`src/sv/pfsc_pkg.sv`:
```
// Shared constants, types and helpers of the particle select and count block.
`timescale 1ns / 1ps

package pfsc_pkg;

    localparam int MAX_PARTICLES = 512;

    localparam int IDX_W  = $clog2(MAX_PARTICLES);
    localparam int CNT_W  = $clog2(MAX_PARTICLES + 1);
    localparam int CODE_W = 31;
    localparam int STATE_W = 3;
    localparam int MOM_W  = 24;
    localparam int SQ_W   = 2 * MOM_W;
    localparam int SUM_W  = SQ_W + 1;

    localparam int CFG_IDX_W  = 1;
    localparam int CFG_DATA_W = CODE_W;

    localparam logic [CFG_IDX_W-1:0] REG_MATCH_CODE  = CFG_IDX_W'(0);
    localparam logic [CFG_IDX_W-1:0] REG_MATCH_STATE = CFG_IDX_W'(1);

    localparam logic [STATE_W-1:0] ST_INITIAL = STATE_W'(0);
    localparam logic [STATE_W-1:0] ST_FINAL   = STATE_W'(1);
    localparam logic [STATE_W-1:0] ST_ANY     = STATE_W'(6);

    localparam logic [CODE_W-1:0] CODE_NU_E    = CODE_W'(12);
    localparam logic [CODE_W-1:0] CODE_NU_MU   = CODE_W'(14);
    localparam logic [CODE_W-1:0] CODE_NU_TAU  = CODE_W'(16);
    localparam logic [CODE_W-1:0] CODE_LEP_E   = CODE_W'(11);
    localparam logic [CODE_W-1:0] CODE_LEP_MU  = CODE_W'(13);
    localparam logic [CODE_W-1:0] CODE_LEP_TAU = CODE_W'(15);
    localparam logic [CODE_W-1:0] CODE_MESON_LO = CODE_W'(111);
    localparam logic [CODE_W-1:0] CODE_MESON_HI = CODE_W'(557);

    typedef struct packed {
        logic            matched;
        logic            neutrino;
        logic            meson;
        logic            lepton;
        logic            last;
        logic [SQ_W-1:0] sq_x;
        logic [SQ_W-1:0] sq_y;
        logic [SQ_W-1:0] sq_z;
    } pfsc_item_t;

    function automatic logic [CNT_W-1:0] sat_inc(input logic [CNT_W-1:0] c);
        return (c < CNT_W'(MAX_PARTICLES)) ? c + CNT_W'(1) : c;
    endfunction

    function automatic logic [MOM_W-1:0] mom_abs(input logic signed [MOM_W-1:0] v);
        return v[MOM_W-1] ? MOM_W'(-v) : MOM_W'(v);
    endfunction

endpackage

```
`src/sv/pfsc_front.sv`:
```
// Input register, filter classification and momentum squares stage.
`timescale 1ns / 1ps

module pfsc_front
    import pfsc_pkg::*;
(
    input  logic                      clk,
    input  logic                      rst_n,
    input  logic                      in_valid,
    output logic                      in_ready,
    input  logic signed [CODE_W-1:0]  code,
    input  logic [STATE_W-1:0]        pstate,
    input  logic signed [MOM_W-1:0]   mom_x,
    input  logic signed [MOM_W-1:0]   mom_y,
    input  logic signed [MOM_W-1:0]   mom_z,
    input  logic                      last_particle,
    input  logic signed [CODE_W-1:0]  match_code,
    input  logic [STATE_W-1:0]        match_state,
    output logic                      item_valid,
    output pfsc_item_t                item,
    input  logic                      item_ready
);

    logic                     s1_valid_reg, s1_valid_next;
    logic signed [CODE_W-1:0] s1_code_reg;
    logic [STATE_W-1:0]       s1_pstate_reg;
    logic signed [MOM_W-1:0]  s1_mx_reg, s1_my_reg, s1_mz_reg;
    logic                     s1_last_reg;
    logic                     s2_valid_reg, s2_valid_next;
    pfsc_item_t               s2_item_reg, s2_item_next;
    logic                     s2_ready, s1_ready, in_fire;
    logic [CODE_W-1:0]        mag;
    logic [MOM_W-1:0]         ax, ay, az;
    logic                     state_ok, code_ok;

    assign s2_ready = !s2_valid_reg || item_ready;
    assign s1_ready = !s1_valid_reg || s2_ready;
    assign in_ready = s1_ready;
    assign in_fire  = in_valid && s1_ready;

    assign s1_valid_next = in_fire || (s1_valid_reg && !s2_ready);
    assign s2_valid_next = s2_ready ? s1_valid_reg : s2_valid_reg;

    always_comb
    begin
        mag = s1_code_reg[CODE_W-1] ? CODE_W'(-s1_code_reg) : CODE_W'(s1_code_reg);
        ax  = mom_abs(s1_mx_reg);
        ay  = mom_abs(s1_my_reg);
        az  = mom_abs(s1_mz_reg);
        state_ok = (match_state >= ST_ANY) || (s1_pstate_reg == match_state);
        code_ok  = (match_code == '0) || (s1_code_reg == match_code);
        s2_item_next.matched  = state_ok && code_ok;
        s2_item_next.neutrino = (s1_pstate_reg == ST_INITIAL)
                             && ((mag == CODE_NU_E) || (mag == CODE_NU_MU)
                                 || (mag == CODE_NU_TAU));
        s2_item_next.meson    = (s1_pstate_reg == ST_FINAL)
                             && (mag >= CODE_MESON_LO) && (mag <= CODE_MESON_HI);
        s2_item_next.lepton   = (s1_pstate_reg == ST_FINAL)
                             && ((mag == CODE_LEP_E) || (mag == CODE_LEP_MU)
                                 || (mag == CODE_LEP_TAU));
        s2_item_next.last     = s1_last_reg;
        s2_item_next.sq_x     = SQ_W'(ax) * SQ_W'(ax);
        s2_item_next.sq_y     = SQ_W'(ay) * SQ_W'(ay);
        s2_item_next.sq_z     = SQ_W'(az) * SQ_W'(az);
    end

    always_ff @(posedge clk or negedge rst_n)
    begin
        if (!rst_n)
        begin
            s1_valid_reg <= 1'b0;
            s2_valid_reg <= 1'b0;
        end
        else
        begin
            s1_valid_reg <= s1_valid_next;
            s2_valid_reg <= s2_valid_next;
        end
    end

    always_ff @(posedge clk)
    begin
        if (in_fire)
        begin
            s1_code_reg   <= code;
            s1_pstate_reg <= pstate;
            s1_mx_reg     <= mom_x;
            s1_my_reg     <= mom_y;
            s1_mz_reg     <= mom_z;
            s1_last_reg   <= last_particle;
        end
        if (s2_ready && s1_valid_reg)
        begin
            s2_item_reg <= s2_item_next;
        end
    end

    assign item_valid = s2_valid_reg;
    assign item       = s2_item_reg;

endmodule

```
`src/sv/pfsc_accum.sv`:
```
// Running event state, hardest-match search and result register.
`timescale 1ns / 1ps

module pfsc_accum
    import pfsc_pkg::*;
(
    input  logic                     clk,
    input  logic                     rst_n,
    input  logic                     item_valid,
    input  pfsc_item_t               item,
    output logic                     item_ready,
    output logic                     out_valid,
    input  logic                     out_ready,
    output logic [CNT_W-1:0]         match_count,
    output logic signed [IDX_W:0]    hardest_index,
    output logic [IDX_W-1:0]         neutrino_index,
    output logic                     neutrino_found,
    output logic [CNT_W-1:0]         meson_count,
    output logic [CNT_W-1:0]         lepton_count
);

    logic [CNT_W-1:0] pos_reg, pos_next;
    logic [CNT_W-1:0] matches_reg, matches_next;
    logic [SUM_W-1:0] best_sq_reg, best_sq_next;
    logic [IDX_W-1:0] best_idx_reg, best_idx_next;
    logic             found_reg, found_next;
    logic [IDX_W-1:0] first_nu_reg, first_nu_next;
    logic             nu_seen_reg, nu_seen_next;
    logic [CNT_W-1:0] mesons_reg, mesons_next;
    logic [CNT_W-1:0] leptons_reg, leptons_next;

    logic             out_valid_reg, out_valid_next;
    logic [CNT_W-1:0] out_matches_reg;
    logic             out_found_reg;
    logic [IDX_W-1:0] out_best_idx_reg;
    logic [IDX_W-1:0] out_nu_idx_reg;
    logic             out_nu_seen_reg;
    logic [CNT_W-1:0] out_mesons_reg;
    logic [CNT_W-1:0] out_leptons_reg;

    logic             slot_free, fire, better;
    logic [IDX_W-1:0] idx;
    logic [SUM_W-1:0] sum;
    logic [CNT_W-1:0] matches_upd, mesons_upd, leptons_upd;
    logic [SUM_W-1:0] best_sq_upd;
    logic [IDX_W-1:0] best_idx_upd, first_nu_upd;
    logic             found_upd, nu_seen_upd;

    assign slot_free  = !out_valid_reg || out_ready;
    assign item_ready = !item.last || slot_free;
    assign fire       = item_valid && item_ready;

    always_comb
    begin
        idx = (pos_reg >= CNT_W'(MAX_PARTICLES)) ? IDX_W'(MAX_PARTICLES - 1)
                                                 : pos_reg[IDX_W-1:0];
        sum = SUM_W'(item.sq_x) + SUM_W'(item.sq_y) + SUM_W'(item.sq_z);
        better = !found_reg || (sum > best_sq_reg);

        matches_upd  = item.matched ? sat_inc(matches_reg) : matches_reg;
        found_upd    = found_reg || item.matched;
        best_sq_upd  = (item.matched && better) ? sum : best_sq_reg;
        best_idx_upd = (item.matched && better) ? idx : best_idx_reg;
        nu_seen_upd  = nu_seen_reg || item.neutrino;
        first_nu_upd = (item.neutrino && !nu_seen_reg) ? idx : first_nu_reg;
        mesons_upd   = item.meson ? sat_inc(mesons_reg) : mesons_reg;
        leptons_upd  = item.lepton ? sat_inc(leptons_reg) : leptons_reg;

        pos_next      = pos_reg;
        matches_next  = matches_reg;
        best_sq_next  = best_sq_reg;
        best_idx_next = best_idx_reg;
        found_next    = found_reg;
        first_nu_next = first_nu_reg;
        nu_seen_next  = nu_seen_reg;
        mesons_next   = mesons_reg;
        leptons_next  = leptons_reg;

        if (fire)
        begin
            if (item.last)
            begin
                pos_next      = '0;
                matches_next  = '0;
                best_sq_next  = '0;
                best_idx_next = '0;
                found_next    = 1'b0;
                first_nu_next = '0;
                nu_seen_next  = 1'b0;
                mesons_next   = '0;
                leptons_next  = '0;
            end
            else
            begin
                pos_next      = sat_inc(pos_reg);
                matches_next  = matches_upd;
                best_sq_next  = best_sq_upd;
                best_idx_next = best_idx_upd;
                found_next    = found_upd;
                first_nu_next = first_nu_upd;
                nu_seen_next  = nu_seen_upd;
                mesons_next   = mesons_upd;
                leptons_next  = leptons_upd;
            end
        end

        if (fire && item.last)
            out_valid_next = 1'b1;
        else if (out_ready)
            out_valid_next = 1'b0;
        else
            out_valid_next = out_valid_reg;
    end

    always_ff @(posedge clk or negedge rst_n)
    begin
        if (!rst_n)
        begin
            pos_reg       <= '0;
            matches_reg   <= '0;
            best_sq_reg   <= '0;
            best_idx_reg  <= '0;
            found_reg     <= 1'b0;
            first_nu_reg  <= '0;
            nu_seen_reg   <= 1'b0;
            mesons_reg    <= '0;
            leptons_reg   <= '0;
            out_valid_reg <= 1'b0;
        end
        else
        begin
            pos_reg       <= pos_next;
            matches_reg   <= matches_next;
            best_sq_reg   <= best_sq_next;
            best_idx_reg  <= best_idx_next;
            found_reg     <= found_next;
            first_nu_reg  <= first_nu_next;
            nu_seen_reg   <= nu_seen_next;
            mesons_reg    <= mesons_next;
            leptons_reg   <= leptons_next;
            out_valid_reg <= out_valid_next;
        end
    end

    always_ff @(posedge clk)
    begin
        if (fire && item.last)
        begin
            out_matches_reg  <= matches_upd;
            out_found_reg    <= found_upd;
            out_best_idx_reg <= best_idx_upd;
            out_nu_idx_reg   <= first_nu_upd;
            out_nu_seen_reg  <= nu_seen_upd;
            out_mesons_reg   <= mesons_upd;
            out_leptons_reg  <= leptons_upd;
        end
    end

    assign out_valid      = out_valid_reg;
    assign match_count    = out_matches_reg;
    assign hardest_index  = out_found_reg ? {1'b0, out_best_idx_reg} : '1;
    assign neutrino_index = out_nu_idx_reg;
    assign neutrino_found = out_nu_seen_reg;
    assign meson_count    = out_mesons_reg;
    assign lepton_count   = out_leptons_reg;

endmodule

```
`src/sv/particle_filter_select_count.sv`:
```
// Top level of the particle select and count block.
// Throughput: one particle per cycle; stalls only while an event result waits on out_ready.
// The result is registered: a marked last particle passes the input register, the square
// stage and then the accumulate and result register before out_valid rises.
// Reset: match_code clears to 0, match_state to 6 (any), running event state clears.
// Configuration writes are always accepted (cfg_ready stays high).
`timescale 1ns / 1ps

module particle_filter_select_count
    import pfsc_pkg::*;
(
    input  logic                      clk,
    input  logic                      rst_n,
    input  logic                      cfg_valid,
    output logic                      cfg_ready,
    input  logic [CFG_IDX_W-1:0]      cfg_index,
    input  logic [CFG_DATA_W-1:0]     cfg_data,
    input  logic                      in_valid,
    output logic                      in_ready,
    input  logic signed [CODE_W-1:0]  code,
    input  logic [STATE_W-1:0]        pstate,
    input  logic signed [MOM_W-1:0]   mom_x,
    input  logic signed [MOM_W-1:0]   mom_y,
    input  logic signed [MOM_W-1:0]   mom_z,
    input  logic                      last_particle,
    output logic                      out_valid,
    input  logic                      out_ready,
    output logic [CNT_W-1:0]          match_count,
    output logic signed [IDX_W:0]     hardest_index,
    output logic [IDX_W-1:0]          neutrino_index,
    output logic                      neutrino_found,
    output logic [CNT_W-1:0]          meson_count,
    output logic [CNT_W-1:0]          lepton_count
);

    logic signed [CODE_W-1:0] match_code_reg, match_code_next;
    logic [STATE_W-1:0]       match_state_reg, match_state_next;
    logic                     cfg_fire;
    logic                     item_valid, item_ready;
    pfsc_item_t               item;

    assign cfg_ready = 1'b1;
    assign cfg_fire  = cfg_valid && cfg_ready;

    always_comb
    begin
        match_code_next  = match_code_reg;
        match_state_next = match_state_reg;
        if (cfg_fire)
        begin
            unique case (cfg_index)
                REG_MATCH_CODE:  match_code_next  = CODE_W'(cfg_data);
                REG_MATCH_STATE: match_state_next = cfg_data[STATE_W-1:0];
                default:         match_code_next  = match_code_reg;
            endcase
        end
    end

    always_ff @(posedge clk or negedge rst_n)
    begin
        if (!rst_n)
        begin
            match_code_reg  <= '0;
            match_state_reg <= ST_ANY;
        end
        else
        begin
            match_code_reg  <= match_code_next;
            match_state_reg <= match_state_next;
        end
    end

    pfsc_front u_front (
        .clk           (clk),
        .rst_n         (rst_n),
        .in_valid      (in_valid),
        .in_ready      (in_ready),
        .code          (code),
        .pstate        (pstate),
        .mom_x         (mom_x),
        .mom_y         (mom_y),
        .mom_z         (mom_z),
        .last_particle (last_particle),
        .match_code    (match_code_reg),
        .match_state   (match_state_reg),
        .item_valid    (item_valid),
        .item          (item),
        .item_ready    (item_ready)
    );

    pfsc_accum u_accum (
        .clk            (clk),
        .rst_n          (rst_n),
        .item_valid     (item_valid),
        .item           (item),
        .item_ready     (item_ready),
        .out_valid      (out_valid),
        .out_ready      (out_ready),
        .match_count    (match_count),
        .hardest_index  (hardest_index),
        .neutrino_index (neutrino_index),
        .neutrino_found (neutrino_found),
        .meson_count    (meson_count),
        .lepton_count   (lepton_count)
    );

endmodule

```
`config.mk`:
```
export PLATFORM = sky130hd
export DESIGN_NAME = particle_filter_select_count
export DESIGN_NICKNAME = d
export VERILOG_FILES = /design/src/sv/pfsc_pkg.sv /design/src/sv/pfsc_front.sv /design/src/sv/pfsc_accum.sv /design/src/sv/particle_filter_select_count.sv
export SDC_FILE = /design/constraint.sdc
export NUM_CORES = 2
export LEC_CHECK = 0
export ABC_AREA = 1
export BUFFER_PORTS_ARGS = -buffer_cell sky130_fd_sc_hd__buf_4
export CAP_MARGIN = 20
export CORE_ASPECT_RATIO = 1.1
export CORE_MARGIN = 5
export CORE_UTILIZATION = 40
export CTS_BUF_LIST = sky130_fd_sc_hd__clkbuf_16
export DETAILED_ROUTE_END_ITERATION = 16
export SETUP_SLACK_MARGIN = 0.5
export SLEW_MARGIN = 20
export SYNTH_ARGS = -nofsm -noshare
export SYNTH_HDL_FRONTEND = slang
export SYNTH_SLANG_ARGS = --single-unit
```
`constraint.sdc`:
```
create_clock -name clk -period 8 [get_ports clk]
set_input_delay 0.8 -clock clk [delete_from_list [all_inputs] [get_ports clk]]
set_output_delay 0.8 -clock clk [all_outputs]
set_load 0.05 [all_outputs]
```
==> impl_results.md <==
* Critical path's slowest cell: fa_2
* All-Layer GR Usage at 22.3%
* Core ar. at 184000 um2
* Vias in the first global route at 61400
* GPL Wtd Cong at 0.938
* Row cnt at 165
* Max frequency at 131 MHz
* Seq/Total Area, Yosys at 17.2%
* Hold slack at 0.130 ns
* Clock sinks at 449
* Final-report hold violation count at 0
* RSZ-0062 raised after global routing: yes
* Area grow syn2layout at 17.3%
* Fillers at 17600
* Cell Area, Synth at 74000 um2
* CTS Root Cell: clkbuf_16
* Die width at 420 um
* Yosys top cell area share at 35.6%
* Reg-to-Reg Start: u_front.s1_my_reg[0]
* Total Wirelength at 216 mm
* Max FFs per register at 146
* PnR worst setup slack at 0.370 ns
* Total grt overflow at 0
* Placed cell count at 11400
* Crit-path max cell delay at 0.57 ns
* Worst Tran Pin Value at 1.11 ns
* Reg2Reg Depth at 34
* Critical Path End Type: register
* Detailed Routing Iterations Pass 1 at 6
* Clock Pin Slew Worst Setup and Hold Paths at 0.08 ns
* Critical R2R Capture: u_front.item[81]
* First-pass GRT wire length at 338 mm
* Top FF cell, synth: edfxtp_1
* Period utilisation layout at 95.4%
* Largest net degree at the start of global routing at 90
* Drt wl/cell at 18.5 um
* 1st-iter DRT viols at 3732
* Fin. max-slew vios at 0
* Worst EP arrival at 8.07 ns
* Layout Cells excl Fill at 11600
* Post-DP HPWL at 179 mm
* Hold crit path type: in2async
* CTS Buffer Depth at 3
* Clk Latency, worst-skew pair at 0.72 ns
* Area contributors post-synth: fa_1 36%, edfxtp_1 12%, inv_1 12%
* Outcome: finished clean
* Post-Synthesis Cells at 8571
* CP Launch Type: register
* CP Data Required Time at 8.44 ns
* Layout cells sized above 1 at 15.8%
* Slew HR at 26.1%
* Post-layout util at 47.2%
* Crit-path most repeated cell: fa_1
* FF-to-FF setup slack at 0.37 ns
* Antenna violations before repair at 4
* Nets at 11200
* Via density at 4.94
* Max cap viols at 0
* Finish-stage setup viols at 0
* Mean Syn Cell Area at 8.64 um2
* Via count at 57500
* Chip height at 461 um
* I/O Pins at 197
* Antenna viol nets, final at 0
* Worst-path fanout max at 5
* Final clock skew at 0.0498 ns
* # hold bufs at CTS at 0
* Post-layout min period at 7.63 ns
* Unique masters post-synth at 66
* Die area at 194000 um2
* CTS H-tree depth at 2
* EDFF count, synth at 303
* Leading area contributor after synthesis: fa_1
* Synth warn at 0
* Register bit total from synthesis at 449
* IO buf count at 195
* Asr flop ratio synth at 32.5%
* Critical path type: reg2reg
* CTS tree: built
* CTS buffer count at 57
* # DRC at 0
* Worst slack at placement at -0.387 ns
* Starting Density at 40.2%
-- Yosys cell counts, drive strengths merged, types with 2 or more instances --
master / count
dfrtp: 144
o22ai: 8
nand2: 1418
nand3: 261
a211oi: 2
and2: 13
o221ai: 7
clkbuf: 72
a31oi: 49
o211ai: 10
edfxtp: 303
mux2: 26
nor4: 35
buf: 70
a21o: 43
clkinv: 18
a31o: 3
o31ai: 7
xor2: 190
dfstp: 2
o21ai: 244
o41ai: 2
or2: 27
inv: 2366
xnor2: 68
a21oi: 259
fa: 1317
a21boi: 8
and3: 6
nand4: 51
nor2: 807
conb: 2
o21a: 21
o21bai: 25
nand3b: 12
nor3: 53
ha: 615
-- kinds of logic after synthesis --
kind of cell / synth area share (%)
other: 0.0101
muxes: 0.396
DFF: 17.2
buffers and inverters: 13.0
xor gates and xnor gates: 3.07
adders and majority gates: 46.0
and+or+nand+nor: 15.0
AOI/OAI and AO/OA: 5.27
-- cell type report --
cell class                 instances  area, um2  area share (%)
timing repair buffer             614       5150            5.93
sequential                       449      12800            14.7
clock buffer                      57       1430            1.64
multi-input combinational       5650      54900            63.2
tap                             2421       3030            3.49
inverter                        2384       9060            10.4
antenna                            2       5.00         0.00577
clock inverter                    51        480           0.554
-- stage by stage --
| stage | setup TNS [ns] | instance area [um2] |
|---|---|---|
| after floorplan | 0 | 74300 |
| after global placement | -0.505 | 80100 |
| after detailed placement | -0.495 | 80100 |
| after CTS | 0 | 84000 |
| after global routing | 0 | 86800 |
| final | 0 | 86800 |
-- what timing repair did --
| item | CTS | global route |
|---|---|---|
| gates resized for setup | 381 | 524 |
| endpoints found under the setup margin | 89 | 98 |
| buffers inserted | 55 | 101 |
| cloned | 2 | 4 |
| pin swaps | 79 | 244 |
-- worst max path at each step --
stage / from / to / cells past startpoint
2_1_floorplan: u_front.s1_my_reg[0] / u_front.item[86] / 37
3_3_place_gp: u_front.s1_my_reg[0] / u_front.item[91] / 36
4_1_cts: u_front.s1_my_reg[0] / u_front.item[91] / 33
5_1_grt: u_front.s1_mx_reg[1] / u_front.item[141] / 36
3_5_place_dp: u_front.s1_my_reg[0] / u_front.item[91] / 34
6_report: u_front.s1_my_reg[0] / u_front.item[81] / 34
-- worst max-delay path: cells and delay by family, from the launching register on --
kind / cells / cell delay [ns]
DFF: 1 / 0.48
AOI/OAI and AO/OA: 4 / 0.64
and+or+nand+nor: 7 / 0.73
xor gates and xnor gates: 2 / 0.27
buffers and inverters: 12 / 1.18
adders and majority gates: 9 / 4.08
-- layer usage --
layer  GRT usage [%]  vias to the layer above  wire length (um)
met5               0                        -                 0
li1                -                    26800                 -
met2            38.0                     1660            104000
met1            30.2                    28700             92700
met4            5.70                        0              6170
met3            2.81                      331             12900
-- placed cells by master (no fill, tap or decap), types with 59 or more instances in the layout --
cell type and instances:
xor2_1 180, fa_1 1280, ha_1 541, nor2_2 111, inv_1 2265, a21oi_1 220, ha_4 63, clkbuf_16 59
buf_4 544, o21ai_0 191, inv_2 81, nor2_1 633, xnor2_1 62, dfrtp_1 144, edfxtp_1 303, nand2_1 1294
nand3_1 230, nand2_2 93, nor2_4 63
Power is left out: the tool's default activity adds up to more than one toggle a clock period on the data nets, which glitch-free logic cannot reach.
